**config.mk**
```make
export PLATFORM = sky130hd
export DESIGN_NAME = calendar_date_day_adder
export DESIGN_NICKNAME = d
export VERILOG_FILES = /design/src/rtl/cdda_pkg.sv /design/src/rtl/cdda_month_walk.sv /design/src/rtl/calendar_date_day_adder.sv
export SDC_FILE = /design/constraint.sdc
export NUM_CORES = 1
export LEC_CHECK = 0
export BUFFER_PORTS_ARGS = -buffer_cell sky130_fd_sc_hd__buf_4
export CORE_MARGIN = 5
export CORE_UTILIZATION = 45
export DETAILED_ROUTE_END_ITERATION = 8
export PLACE_DENSITY_LB_ADDON = 0.25
export SYNTH_ARGS = -nofsm -noshare
export SYNTH_HDL_FRONTEND = slang
export SYNTH_HIERARCHICAL = 1
export SYNTH_SLANG_ARGS = --single-unit
```
**constraint.sdc**
```tcl
create_clock -name aclk -period 11.6 [get_ports aclk]
set_input_delay 0 -clock aclk [delete_from_list [all_inputs] [get_ports aclk]]
set_output_delay 0 -clock aclk [all_outputs]
set_load 0.01 [all_outputs]
```
**src/rtl/cdda_pkg.sv**
```systemverilog
package cdda_pkg;

    // Field widths of the date and of the request count.
    localparam int YEAR_W  = 14;
    localparam int MONTH_W = 4;
    localparam int DAY_W   = 5;
    localparam int COUNT_W = 16;
    // Day accumulator: largest day of month plus the largest count.
    localparam int ACC_W   = COUNT_W + 1;

    // Defaults for the top-level parameters.
    localparam int MAX_YEAR_DEF  = 9999;
    localparam int ADD_WIDTH_DEF = 16;

    // Date used when a load is rejected, and the last month and day of a year.
    localparam logic [YEAR_W-1:0]  FALLBACK_YEAR = YEAR_W'(2020);
    localparam logic [MONTH_W-1:0] JANUARY       = MONTH_W'(1);
    localparam logic [MONTH_W-1:0] FEBRUARY      = MONTH_W'(2);
    localparam logic [MONTH_W-1:0] DECEMBER      = MONTH_W'(12);
    localparam logic [DAY_W-1:0]   FIRST_DAY     = DAY_W'(1);
    localparam logic [DAY_W-1:0]   LAST_DAY      = DAY_W'(31);

    // Reciprocal of 25 scaled by 2^17; exact floor for any 14-bit year.
    localparam int RECIP_W     = 13;
    localparam int RECIP_SHIFT = 17;
    localparam int QUOT_W      = 10;
    localparam logic [RECIP_W-1:0] RECIP_25 = RECIP_W'(5243);

    typedef enum logic {
        REQ_LOAD = 1'b0,
        REQ_ADD  = 1'b1
    } req_t;

    typedef enum logic [2:0] {
        ST_IDLE,
        ST_LEAP_MUL,
        ST_LEAP_CHK,
        ST_CHECK,
        ST_WALK,
        ST_DONE
    } state_t;

    // Result of one month step of the walk unit.
    typedef struct packed {
        logic [DAY_W-1:0] days;
        logic             fits;
        logic [ACC_W-1:0] rest;
    } walk_t;

    // Length of a month; zero for a code that is not a month.
    function automatic logic [DAY_W-1:0] month_days(input logic [MONTH_W-1:0] month,
                                                    input logic              leap);
        logic [DAY_W-1:0] days;
        unique case (month)
            4'd1, 4'd3, 4'd5, 4'd7, 4'd8, 4'd10, 4'd12: days = DAY_W'(31);
            4'd4, 4'd6, 4'd9, 4'd11:                    days = DAY_W'(30);
            4'd2:                                       days = leap ? DAY_W'(29) : DAY_W'(28);
            default:                                    days = '0;
        endcase
        return days;
    endfunction

endpackage

```
**src/rtl/cdda_month_walk.sv**
```systemverilog
module cdda_month_walk (
    input  logic [cdda_pkg::MONTH_W-1:0] month,
    input  logic                         leap,
    input  logic [cdda_pkg::ACC_W-1:0]   acc,
    output cdda_pkg::walk_t              walk
);

    logic [cdda_pkg::DAY_W-1:0] days;

    // Month length, then the one compare and subtract shared by check and walk.
    always_comb begin
        days      = cdda_pkg::month_days(month, leap);
        walk.days = days;
        walk.fits = (acc <= cdda_pkg::ACC_W'(days));
        walk.rest = acc - cdda_pkg::ACC_W'(days);
    end

endmodule

```
**src/rtl/calendar_date_day_adder.sv**
```systemverilog
// Calendar date day adder.
// The block holds one Gregorian date. Each item on the s_ channel is either
// a load (s_tuser low), which checks year_in, month_in and day_count and
// stores the date or 2020-01-01 with load_rejected set, or an add
// (s_tuser high), which moves the date forward by day_count days.
// Each item gives one result item on the m_ channel with the date after
// and before the step and the two status flags in m_tuser.
// An accepted item first runs the leap test of its year (LEAP_MUL and
// LEAP_CHK); a load is then checked in CHECK, an add walks in WALK, and
// DONE writes the result register. An add takes longer for each month
// passed and each year boundary crossed, since one compare-and-subtract unit
// walks the date a month at a time and the leap test of each new year uses a
// registered multiply by the reciprocal of 25.
// s_tready is high only while no item is in work; one item is worked at a
// time, and the next one can be taken in the cycle after a result is written. A
// finished result waits in the output register while the next item is
// taken; a stalled receiver holds m_tvalid and m_tdata steady and the next
// result waits until that register frees.
// Reset (aresetn low, synchronous) sets the date to 0001-01-01 and
// empties the output register.
module calendar_date_day_adder #(
    parameter int MAX_YEAR  = cdda_pkg::MAX_YEAR_DEF,
    parameter int ADD_WIDTH = cdda_pkg::ADD_WIDTH_DEF
) (
    input  logic        aclk,
    input  logic        aresetn,
    input  logic        s_tvalid,
    output logic        s_tready,
    // year_in [13:0], month_in [17:14], day_count [33:18], zero [39:34]
    input  logic [39:0] s_tdata,
    // req_type [0]
    input  logic [0:0]  s_tuser,
    output logic        m_tvalid,
    input  logic        m_tready,
    // year_now [13:0], month_now [17:14], day_now [22:18],
    // year_before [36:23], month_before [40:37], day_before [45:41], zero [47:46]
    output logic [47:0] m_tdata,
    // load_rejected [0], year_overflow [1]
    output logic [1:0]  m_tuser
);

    localparam int YW = cdda_pkg::YEAR_W;
    localparam int MW = cdda_pkg::MONTH_W;
    localparam int DW = cdda_pkg::DAY_W;
    localparam int AW = cdda_pkg::ACC_W;
    localparam int QW = cdda_pkg::QUOT_W;
    localparam int PW = YW + cdda_pkg::RECIP_W;
    localparam int CNT_W = (ADD_WIDTH < cdda_pkg::COUNT_W) ? ADD_WIDTH : cdda_pkg::COUNT_W;
    localparam logic [YW-1:0] MAX_YEAR_V = YW'(MAX_YEAR);

    cdda_pkg::state_t state_reg, state_next;

    logic [YW-1:0] year_reg, year_next;
    logic [MW-1:0] month_reg, month_next;
    logic [AW-1:0] acc_reg, acc_next;
    logic          leap_reg, leap_next;
    logic [QW-1:0] quot_reg, quot_next;
    logic          req_reg, req_next;
    logic          rej_reg, rej_next;
    logic          ovf_reg, ovf_next;
    logic [YW-1:0] year_before_reg, year_before_next;
    logic [MW-1:0] month_before_reg, month_before_next;
    logic [DW-1:0] day_before_reg, day_before_next;

    logic          out_valid_reg, out_valid_next;
    logic [47:0]   out_data_reg, out_data_next;
    logic [1:0]    out_user_reg, out_user_next;

    logic          in_fire;
    logic          out_free;
    logic          load_ok;
    logic [PW-1:0] prod;
    logic [YW-1:0] rem25;
    logic          by25;
    logic [YW-1:0] year_in;
    logic [MW-1:0] month_in;
    logic [15:0]   day_count;

    cdda_pkg::walk_t walk;

    assign year_in   = s_tdata[13:0];
    assign month_in  = s_tdata[17:14];
    assign day_count = s_tdata[33:18];

    assign in_fire  = s_tvalid && s_tready;
    assign out_free = !out_valid_reg || m_tready;

    // Shared month-length compare and subtract.
    cdda_month_walk u_walk (
        .month (month_reg),
        .leap  (leap_reg),
        .acc   (acc_reg),
        .walk  (walk)
    );

    // Leap test: registered quotient by 25 from the product, then remainder.
    assign prod  = PW'(year_reg) * PW'(cdda_pkg::RECIP_25);
    assign rem25 = year_reg - (YW'({quot_reg, 4'b0000}) + YW'({quot_reg, 3'b000})
                               + YW'(quot_reg));
    assign by25  = (rem25 == '0);

    // Checks of a loaded date; the walk unit supplies the day bound.
    assign load_ok = (year_reg != '0) && (year_reg <= MAX_YEAR_V)
                     && (month_reg >= cdda_pkg::JANUARY) && (month_reg <= cdda_pkg::DECEMBER)
                     && (acc_reg != '0) && walk.fits;

    // Next state.
    always_comb begin
        state_next = state_reg;
        unique case (state_reg)
            cdda_pkg::ST_IDLE: begin
                if (in_fire) begin
                    state_next = cdda_pkg::ST_LEAP_MUL;
                end
            end
            cdda_pkg::ST_LEAP_MUL: state_next = cdda_pkg::ST_LEAP_CHK;
            cdda_pkg::ST_LEAP_CHK: begin
                state_next = (req_reg == cdda_pkg::REQ_LOAD) ? cdda_pkg::ST_CHECK
                                                             : cdda_pkg::ST_WALK;
            end
            cdda_pkg::ST_CHECK: state_next = cdda_pkg::ST_DONE;
            cdda_pkg::ST_WALK: begin
                if (walk.fits) begin
                    state_next = cdda_pkg::ST_DONE;
                end else if (month_reg == cdda_pkg::DECEMBER) begin
                    state_next = (year_reg >= MAX_YEAR_V) ? cdda_pkg::ST_DONE
                                                          : cdda_pkg::ST_LEAP_MUL;
                end
            end
            cdda_pkg::ST_DONE: begin
                if (out_free) begin
                    state_next = cdda_pkg::ST_IDLE;
                end
            end
            default: state_next = cdda_pkg::ST_IDLE;
        endcase
    end

    // Datapath and output register updates for each state.
    always_comb begin
        year_next         = year_reg;
        month_next        = month_reg;
        acc_next          = acc_reg;
        leap_next         = leap_reg;
        quot_next         = quot_reg;
        req_next          = req_reg;
        rej_next          = rej_reg;
        ovf_next          = ovf_reg;
        year_before_next  = year_before_reg;
        month_before_next = month_before_reg;
        day_before_next   = day_before_reg;
        out_data_next     = out_data_reg;
        out_user_next     = out_user_reg;
        out_valid_next    = out_valid_reg && !m_tready;
        s_tready          = 1'b0;

        unique case (state_reg)
            cdda_pkg::ST_IDLE: begin
                s_tready = 1'b1;
                if (s_tvalid) begin
                    year_before_next  = year_reg;
                    month_before_next = month_reg;
                    day_before_next   = acc_reg[DW-1:0];
                    req_next          = s_tuser[0];
                    rej_next          = 1'b0;
                    ovf_next          = 1'b0;
                    if (s_tuser[0] == cdda_pkg::REQ_LOAD) begin
                        year_next  = year_in;
                        month_next = month_in;
                        acc_next   = AW'(day_count);
                    end else begin
                        acc_next = AW'(acc_reg[DW-1:0]) + AW'(day_count[CNT_W-1:0]);
                    end
                end
            end
            cdda_pkg::ST_LEAP_MUL: begin
                quot_next = prod[PW-1 -: QW];
            end
            cdda_pkg::ST_LEAP_CHK: begin
                leap_next = (year_reg[1:0] == 2'b00) && (!by25 || (year_reg[3:0] == 4'b0000));
            end
            cdda_pkg::ST_CHECK: begin
                if (!load_ok) begin
                    year_next  = cdda_pkg::FALLBACK_YEAR;
                    month_next = cdda_pkg::JANUARY;
                    acc_next   = AW'(cdda_pkg::FIRST_DAY);
                    rej_next   = 1'b1;
                end
            end
            cdda_pkg::ST_WALK: begin
                if (!walk.fits) begin
                    acc_next = walk.rest;
                    if (month_reg == cdda_pkg::DECEMBER) begin
                        if (year_reg >= MAX_YEAR_V) begin
                            // Carry past the top year: hold at its last day.
                            year_next  = MAX_YEAR_V;
                            month_next = cdda_pkg::DECEMBER;
                            acc_next   = AW'(cdda_pkg::LAST_DAY);
                            ovf_next   = 1'b1;
                        end else begin
                            year_next  = year_reg + YW'(1);
                            month_next = cdda_pkg::JANUARY;
                        end
                    end else begin
                        month_next = month_reg + MW'(1);
                    end
                end
            end
            cdda_pkg::ST_DONE: begin
                if (out_free) begin
                    out_valid_next = 1'b1;
                    out_data_next  = {2'b00, day_before_reg, month_before_reg, year_before_reg,
                                      acc_reg[DW-1:0], month_reg, year_reg};
                    out_user_next  = {ovf_reg, rej_reg};
                end
            end
            default: ;
        endcase
    end

    // Control registers.
    always_ff @(posedge aclk) begin
        if (!aresetn) begin
            state_reg     <= cdda_pkg::ST_IDLE;
            out_valid_reg <= 1'b0;
            year_reg      <= YW'(1);
            month_reg     <= cdda_pkg::JANUARY;
            acc_reg       <= AW'(cdda_pkg::FIRST_DAY);
        end else begin
            state_reg     <= state_next;
            out_valid_reg <= out_valid_next;
            year_reg      <= year_next;
            month_reg     <= month_next;
            acc_reg       <= acc_next;
        end
    end

    // Payload registers.
    always_ff @(posedge aclk) begin
        leap_reg         <= leap_next;
        quot_reg         <= quot_next;
        req_reg          <= req_next;
        rej_reg          <= rej_next;
        ovf_reg          <= ovf_next;
        year_before_reg  <= year_before_next;
        month_before_reg <= month_before_next;
        day_before_reg   <= day_before_next;
        out_data_reg     <= out_data_next;
        out_user_reg     <= out_user_next;
    end

    assign m_tvalid = out_valid_reg;
    assign m_tdata  = out_data_reg;
    assign m_tuser  = out_user_reg;

    // An accepted item always starts with the leap test of its year.
    assert property (@(posedge aclk) disable iff (!aresetn)
        in_fire |=> (state_reg == cdda_pkg::ST_LEAP_MUL))
        else $error("item accepted without starting the leap test");

    // The walk only runs on a real month.
    assert property (@(posedge aclk) disable iff (!aresetn)
        (state_reg == cdda_pkg::ST_WALK) |->
            (month_reg >= cdda_pkg::JANUARY) && (month_reg <= cdda_pkg::DECEMBER))
        else $error("walk reached a month code out of range");

    // A rejected load reports the fallback date.
    assert property (@(posedge aclk) disable iff (!aresetn)
        (m_tvalid && m_tuser[0]) |->
            (m_tdata[13:0] == cdda_pkg::FALLBACK_YEAR) && (m_tdata[17:14] == cdda_pkg::JANUARY)
            && (m_tdata[22:18] == cdda_pkg::FIRST_DAY))
        else $error("rejected load without the fallback date");

    // A saturated add reports the last day of the top year.
    assert property (@(posedge aclk) disable iff (!aresetn)
        (m_tvalid && m_tuser[1]) |->
            (m_tdata[13:0] == MAX_YEAR_V) && (m_tdata[17:14] == cdda_pkg::DECEMBER)
            && (m_tdata[22:18] == cdda_pkg::LAST_DAY) && !m_tuser[0])
        else $error("overflow flag without the saturated date");

endmodule

```
==> impl_metrics.tcl, run 1 <==
set metrics [dict create \
    status "finished clean" \
    critical_path.top_delay_family "adder cells" \
    grt_max_degree 49 \
    tns_ns 0 \
    wirelength_um 24500 \
    r2r_end "quot_reg[6]" \
    drive_gt1_share_pct 12.8 \
    dp_hpwl_um 18600 \
    cts_tree "yes" \
    clk_latency_ns 0.42 \
    first_pass_iters 5 \
    syn-cell-area_um2 10500 \
    ys.warnings.count 6 \
    start_util_pct 45.2 \
    port_buffers 88 \
    clkTransAtPathRegs_ns 0.06 \
    whs_path_depth 4 \
    drt_iter0_drc 422 \
    post_cts_resized 0 \
    fin_util_pct 53.0 \
    largest_reg_flops 46 \
    r2r_start "year_reg[0]" \
    cts_buffers 17 \
    post-route-period-util_pct 50.2 \
    io_pins 97 \
    ctsHtreeMaxLevel 4 \
    grt_pass1_vias 7634 \
    min-delay-start "s_tdata[9]" \
    n_antenna_cell 0 \
    tightest_slew_ns 1.14 \
    place_congestion 0.886 \
    fmax_mhz 172 \
    postRouteAntennaNets 0 \
    maxCapViolations 0 \
    syn_avg_cell_area_um2 10.3 \
    overflow 0 \
    grt_pass1_wl_um 40200 \
    nets 1405 \
    clock_skew_ns 0.00991 \
    ctsRootBufferMaster "clkbuf_16" \
    dieWidth_um 163 \
    cpPeakStageDelay_ns 0.70 \
    cp-end-kind "flop" \
    crit_type "reg2reg" \
    crit_chain "inv_1, fa_1, inv_1, ha_1, fa_1, ha_1, inv_1, fa_1, inv_1, ha_1, and3_1, a221oi_1, nand2_1, a2bb2oi_1, a21oi_1, o31a_1, o311ai_0" \
    relSlewSlack_pct 23.7 \
    worst-path-buf-inv 4 \
    cp.required_ns 11.78 \
    num_vias 7785 \
    slowest_stage "dfxtp_1" \
    fillers 2082 \
    grt_use_total_pct 19.0 \
    multi_input_comb_area_um2 6510 \
    fp.dieH_um 163 \
    core_um2 23300 \
    period_minus_slack_ns 5.83 \
    critPathMaxFanout 12 \
    antenna_found_initial 0 \
    ff2ff_path_depth 17 \
    slew_violations 0 \
    regArea_um2 3330 \
    critPathLaunchType "flop" \
    via_per_inst 5.32 \
    syn2layout_area_growth_pct 17.1 \
    fp.dieArea_um2 26500 \
    drc_errors 0 \
    path_common_cell "inv_1" \
    finalHoldViolCount 0 \
    syn_inst 1020 \
    grt_setup_unrepaired "false" \
    hold_class "in2reg" \
    min_to "year_reg[9]" \
    critical_path_depth 17 \
    r2r_slack_ns 5.77 \
    cts.sinks 124 \
    routedWlPerCell_um 16.7 \
    rows 56 \
    cts.path.max_buffers 2 \
    arrival_ns 6.00 \
    setup_viol 0 \
]
## metal layers
metal	GRT usage, %	wire (µm)	up-vias
met1	26.7	11300	3748
met5	0	0	-
met4	4.54	249	0
li1	-	-	3807
met2	31.0	11600	214
met3	3.01	1410	16
## cells in the final DEF, fill, tap and decap left out, types with 7 or more instances in the layout
master	count
a211oi_1	14
a21o_1	16
a21oi_1	53
a221oi_1	16
and3_1	13
buf_4	98
clkbuf_16	17
dfxtp_1	39
dlygate4sd3_1	17
edfxtp_1	85
fa_1	81
ha_1	148
inv_1	157
nand2_1	44
nand2b_1	7
nand3_1	16
nor2_1	58
nor2b_1	10
nor3_1	16
nor4_1	7
o211ai_1	13
o21ai_0	49
or2_2	7
xnor2_1	26
xor2_1	22
## worst max-delay path by stage
| stage | start | to | slack (ns) |
|---|---|---|---|
| 2_1_floorplan | year_reg[11] | quot_reg[6] | 6.55 |
| 3_3_place_gp | year_reg[4] | quot_reg[6] | 5.83 |
| 3_5_place_dp | year_reg[11] | quot_reg[6] | 5.78 |
| 4_1_cts | year_reg[11] | quot_reg[6] | 5.75 |
| 5_1_grt | year_reg[5] | quot_reg[6] | 5.42 |
| 6_report | year_reg[0] | quot_reg[6] | 5.77 |
## tightest hold or removal path, stage by stage
cell	delay, ns
buf_4	0.11
nor2_1	0.09
or3_1	0.10
a21oi_1	0.06
## stage by stage
step	setup slack, ns	cells	instance area [µm²]	hold WS (ns)
2_1_floorplan	6.55	1021	10500	0.0989
3_3_place_gp	5.83	1414	11600	0.296
3_5_place_dp	5.78	1414	11600	0.292
4_1_cts	5.75	1463	12300	0.000946
5_1_grt	5.42	1463	12300	0.0338
6_report	5.77	1463	12300	0.00968
## cell type report
cell class              count  share of cell area (%)
clock buffers              18                    3.48
repair buffers            115                    7.35
well taps                 319                    3.24
flip-flops and latches    124                    27.0
clock inverters            14                    1.29
multi-input cells         715                    52.8
inverters                 158                    4.81
## timing repair
action	in CTS	in global routing
hold buffers	17	0
buffers inserted	0	0
hold endpoints to repair	28	0
Power of run 1 is left out: the tool's default activity adds up to more than one toggle a clock period on the data nets, which glitch-free logic cannot reach.
==> run 2: changes to the inputs <==
ABC_AREA = 1   (was unset)
clock period = 5.2 ns   (was 11.6 ns; I/O delays follow)
==> run 2 against run 1 <==
Effect of this change:
- fmax grew 20%
- design area grew 10%
- area after synthesis grew 9.6%
- hold slack lost 0.0047 ns
- flip-flop and latch count is the same
- global-route usage grew 1.7 points
- largest cell class unchanged
==> impl_metrics.tcl, run 2 <==
set metrics [dict create \
    post_cts_resized 0 \
    clock_skew_ns 0.0215 \
    syn_inst 1405 \
    cp-end-kind "flop" \
    grt_pass1_vias 9437 \
    fp.dieArea_um2 28900 \
    fp.dieH_um 170 \
    cts.sinks 124 \
    relSlewSlack_pct 23.4 \
    crit_type "reg2reg" \
    place_congestion 0.923 \
    antenna_found_initial 0 \
    clkTransAtPathRegs_ns 0.07 \
    num_vias 9603 \
    worst-path-buf-inv 5 \
    syn_avg_cell_area_um2 8.21 \
    largest_reg_flops 46 \
    arrival_ns 5.04 \
    cp.required_ns 5.37 \
    ctsHtreeMaxLevel 4 \
    dp_hpwl_um 23800 \
    period_minus_slack_ns 4.87 \
    placed_area_um2 12700 \
    tightest_slew_ns 1.14 \
    dieWidth_um 170 \
    grt_use_total_pct 20.7 \
    grt_max_degree 49 \
    critical_path.top_delay_family "adder cells" \
    cpPeakStageDelay_ns 0.65 \
    port_buffers 88 \
    post-route-period-util_pct 93.7 \
    syn2layout_area_growth_pct 17.9 \
    fmax_mhz 205 \
    slew_violations 0 \
    clk_latency_ns 0.43 \
    final_area_um2 13600 \
    ys.warnings.count 6 \
    overflow 0 \
    first_pass_iters 5 \
    cts_tree "yes" \
    setup_viol 0 \
    rows 58 \
    postRouteAntennaNets 0 \
    tns_ns 0 \
    grt_pass1_wl_um 47800 \
    status "finished clean" \
    drt_iter0_drc 665 \
    nets 1822 \
    io_pins 97 \
    final_common_cell "nand2_1" \
    start_util_pct 45.8 \
    grt_setup_unrepaired "false" \
    ctsRootBufferMaster "clkbuf_16" \
    critPathMaxFanout 9 \
    maxCapViolations 0 \
    finalHoldViolCount 0 \
    crit_chain "fa_1, ha_1, inv_1, fa_1, inv_1, fa_1, inv_1, fa_1, inv_1, ha_1, nand2_1, nor4_1, nand2_1, nand2_1, inv_1, nor2_1, nor2_1, xnor2_1" \
    drive_gt1_share_pct 10.8 \
    syn-cell-area_um2 11500 \
    cts.path.max_buffers 2 \
    slowest_stage "dfxtp_1" \
    most-common-layout-cells "nand2_1 (296), inv_1 (268), ha_1 (148), nor2_1 (138), buf_4 (108)" \
    drc_errors 0 \
    critPathLaunchType "flop" \
    cts_buffers 17 \
    core_um2 25200 \
    worst_slack_ns 0.330 \
    routedWlPerCell_um 15.5 \
    path_common_cell "inv_1" \
    n_antenna_cell 0 \
    place_ws_ns 0.414 \
    wirelength_um 29400 \
    hold_class "in2reg" \
    via_per_inst 5.08 \
]
## run 2: worst paths after layout
check	from	to	slack (ns)	cells after the start
worst min register to register	rej_reg	m_tuser[0]	0.42	0
worst min-delay path	s_tdata[21]	acc_reg[3]	0.005	5
worst max-delay path	year_reg[11]	quot_reg[4]	0.33	18
worst max register to register	year_reg[11]	quot_reg[4]	0.33	18
## run 2: timing repair
item | CTS | global route
buffers inserted | 0 | 0
endpoints found under the setup margin | 0 | 0
hold buffers | 33 | 0
endpoints found under the hold margin | 27 | 0
## run 2: area by class of cell
| class | count | area [µm²] |
|---|---|---|
| multi-input combinational | 989 | 7090 |
| fill | 2389 | 11600 |
| inverter | 275 | 1030 |
| clock buffer | 17 | 425 |
| clock inverter | 15 | 169 |
| timing repair buffer | 141 | 1140 |
| tap | 330 | 413 |
| sequential | 124 | 3330 |
## run 2: routing by layer
metal	global-route usage (%)	routed length (µm)	vias to the layer above
met5	0	0	-
met1	29.6	13700	4488
met3	3.53	1790	37
li1	-	-	4803
met4	6.35	614	0
met2	32.2	13300	275
## run 2: worst reg2reg max path: stages (launching register included)
cell     delay, ns
dfxtp_1       0.65
fa_1          0.53
ha_1          0.29
inv_1         0.05
fa_1          0.47
inv_1         0.05
fa_1          0.54
inv_1         0.06
fa_1          0.54
inv_1         0.04
ha_1          0.30
nand2_1       0.12
nor4_1        0.46
nand2_1       0.10
nand2_1       0.11
inv_1         0.05
nor2_1        0.09
nor2_1        0.06
xnor2_1       0.12
## run 2: through the flow
step                      cells  utilization (%)  hold WS, ns
after floorplan            1406                -       0.0989
after global placement     1826             50.3        0.304
after detailed placement   1826             50.3        0.310
after CTS                  1891             54.0      0.00414
after global routing       1891             54.0       0.0205
final                      1891             54.0      0.00495
Power of run 2 is left out for the same reason.
==> run 3: changes to the inputs <==
CORE_MARGIN = 3   (was 5)
==> run 3 against run 2 <==
Effect of this change:
- highest routed layer unchanged
- design area increased by 0.33%
- global-route usage increased by 1.0 points
- count of clock-buffer cells in the layout stayed put
==> impl_metrics.tcl, run 3 (synthesis results as in run 2) <==
set metrics [dict create \
    grt_pass1_vias 9363 \
    post-route-period-util_pct 91.0 \
    slew_violations 0 \
    grt_use_met2_pct 33.9 \
    arrival_ns 4.92 \
    dp_hpwl_um 23600 \
    cp.required_ns 5.38 \
    critPathMaxFanout 6 \
    cp-end-kind "flop" \
    syn2layout_area_growth_pct 18.3 \
    clock_skew_ns 0.0144 \
    drt_iter0_drc 636 \
    n_antenna_cell 0 \
    fp.dieH_um 166 \
    drive_gt1_share_pct 11.0 \
    most-common-layout-cells "nand2_1 (295), inv_1 (268), ha_1 (148), nor2_1 (138), buf_4 (111)" \
    port_buffers 88 \
    dieWidth_um 166 \
    status "finished clean" \
    crit_type "reg2reg" \
    critical_path.top_delay_family "adder cells" \
    antenna_found_initial 0 \
    grt_use_total_pct 21.7 \
    fp.dieArea_um2 27600 \
    grt_util_met3_pct 4.19 \
    cpPeakStageDelay_ns 0.58 \
    drc_errors 0 \
    num_vias 9704 \
    first_pass_iters 6 \
    maxCapViolations 0 \
    cts.sinks 124 \
    grt_pass1_wl_um 48400 \
    postRouteAntennaNets 0 \
    critPathLaunchType "flop" \
    period_minus_slack_ns 4.73 \
    met1_usage_pct 30.9 \
    nets 1827 \
    clkTransAtPathRegs_ns 0.07 \
    overflow 0 \
    place_congestion 0.902 \
    start_util_pct 46.6 \
    grt.busiest_layer "met2" \
    tightest_slew_ns 0.937 \
    grt_max_degree 42 \
    crit_chain "inv_1, fa_1, inv_1, ha_1, fa_1, inv_1, fa_1, fa_1, inv_1, ha_1, nand2_1, nor4_1, nand2_1, nand2_1, inv_1, nor2_1, nor2_1, xnor2_1" \
    relSlewSlack_pct 37.5 \
    finalHoldViolCount 0 \
    fmax_mhz 211 \
    cts_buffers 17 \
    tns_ns 0 \
    wirelength_um 29500 \
    slowest_stage "fa_1" \
    routedWlPerCell_um 15.6 \
    cts_tree "yes" \
    io_pins 97 \
    clk_latency_ns 0.43 \
    via_per_inst 5.13 \
    final_common_cell "nand2_1" \
    largest_reg_flops 46 \
    rows 57 \
    path_common_cell "inv_1" \
    cts.path.max_buffers 2 \
    ctsHtreeMaxLevel 4 \
    hold_class "in2reg" \
    core_um2 24700 \
    worst-path-buf-inv 5 \
    setup_viol 0 \
    ctsRootBufferMaster "clkbuf_16" \
    grt_setup_unrepaired "false" \
]
-- run 3: area by class of cell --
cell class | instances | area [µm²]
sequential | 124 | 3330
clock inverter | 15 | 176
inverter | 275 | 1030
clock buffer | 17 | 425
tap | 324 | 405
multi-input combinational | 989 | 7090
timing repair buffer | 146 | 1180
fill | 2294 | 11100
-- run 3: worst paths after layout --
kind / cells after the start / slack, ns / endpoint / from
worst max register to register: 18 / 0.47 / quot_reg[4] / year_reg[4]
worst max-delay path: 18 / 0.47 / quot_reg[4] / year_reg[4]
worst min-delay path: 5 / 0.01 / acc_reg[4] / s_tdata[22]
worst min register to register: 0 / 0.42 / m_tdata[34] / year_before_reg[11]
-- run 3: per-stage QoR --
stage	worst slack [ns]	hold slack, ns	instances	cell area, µm²	util (%)
floorplan	0.651	0.0989	1406	11500	-
global placement	0.445	0.304	1820	12700	51.2
detailed placement	0.433	0.309	1820	12700	51.2
CTS	0.203	0.000870	1887	13600	55.0
global route	0.153	0.0417	1890	13600	55.1
finish	0.468	0.0130	1890	13600	55.1
-- run 3: repair_timing --
action	in CTS	in global routing
hold endpoints to repair	29	0
gates resized for setup	0	1
hold buffers	35	0
buffers inserted	0	3
endpoints found under the setup margin	0	7
-- run 3: tightest hold or removal path: cells and delay by family --
family,cells,cell delay (ns)
and+or+nand+nor,2,0.12
buffers and inverters,1,0.09
AOI/OAI and AO/OA,2,0.19
-- run 3: per-layer routing --
metal | up-vias | share of wire (%)
met3 | 37 | 6.4
li1 | 4803 | -
met2 | 290 | 45
met5 | - | 0
met4 | 0 | 1.8
met1 | 4574 | 47
Power of run 3 is left out for the same reason.
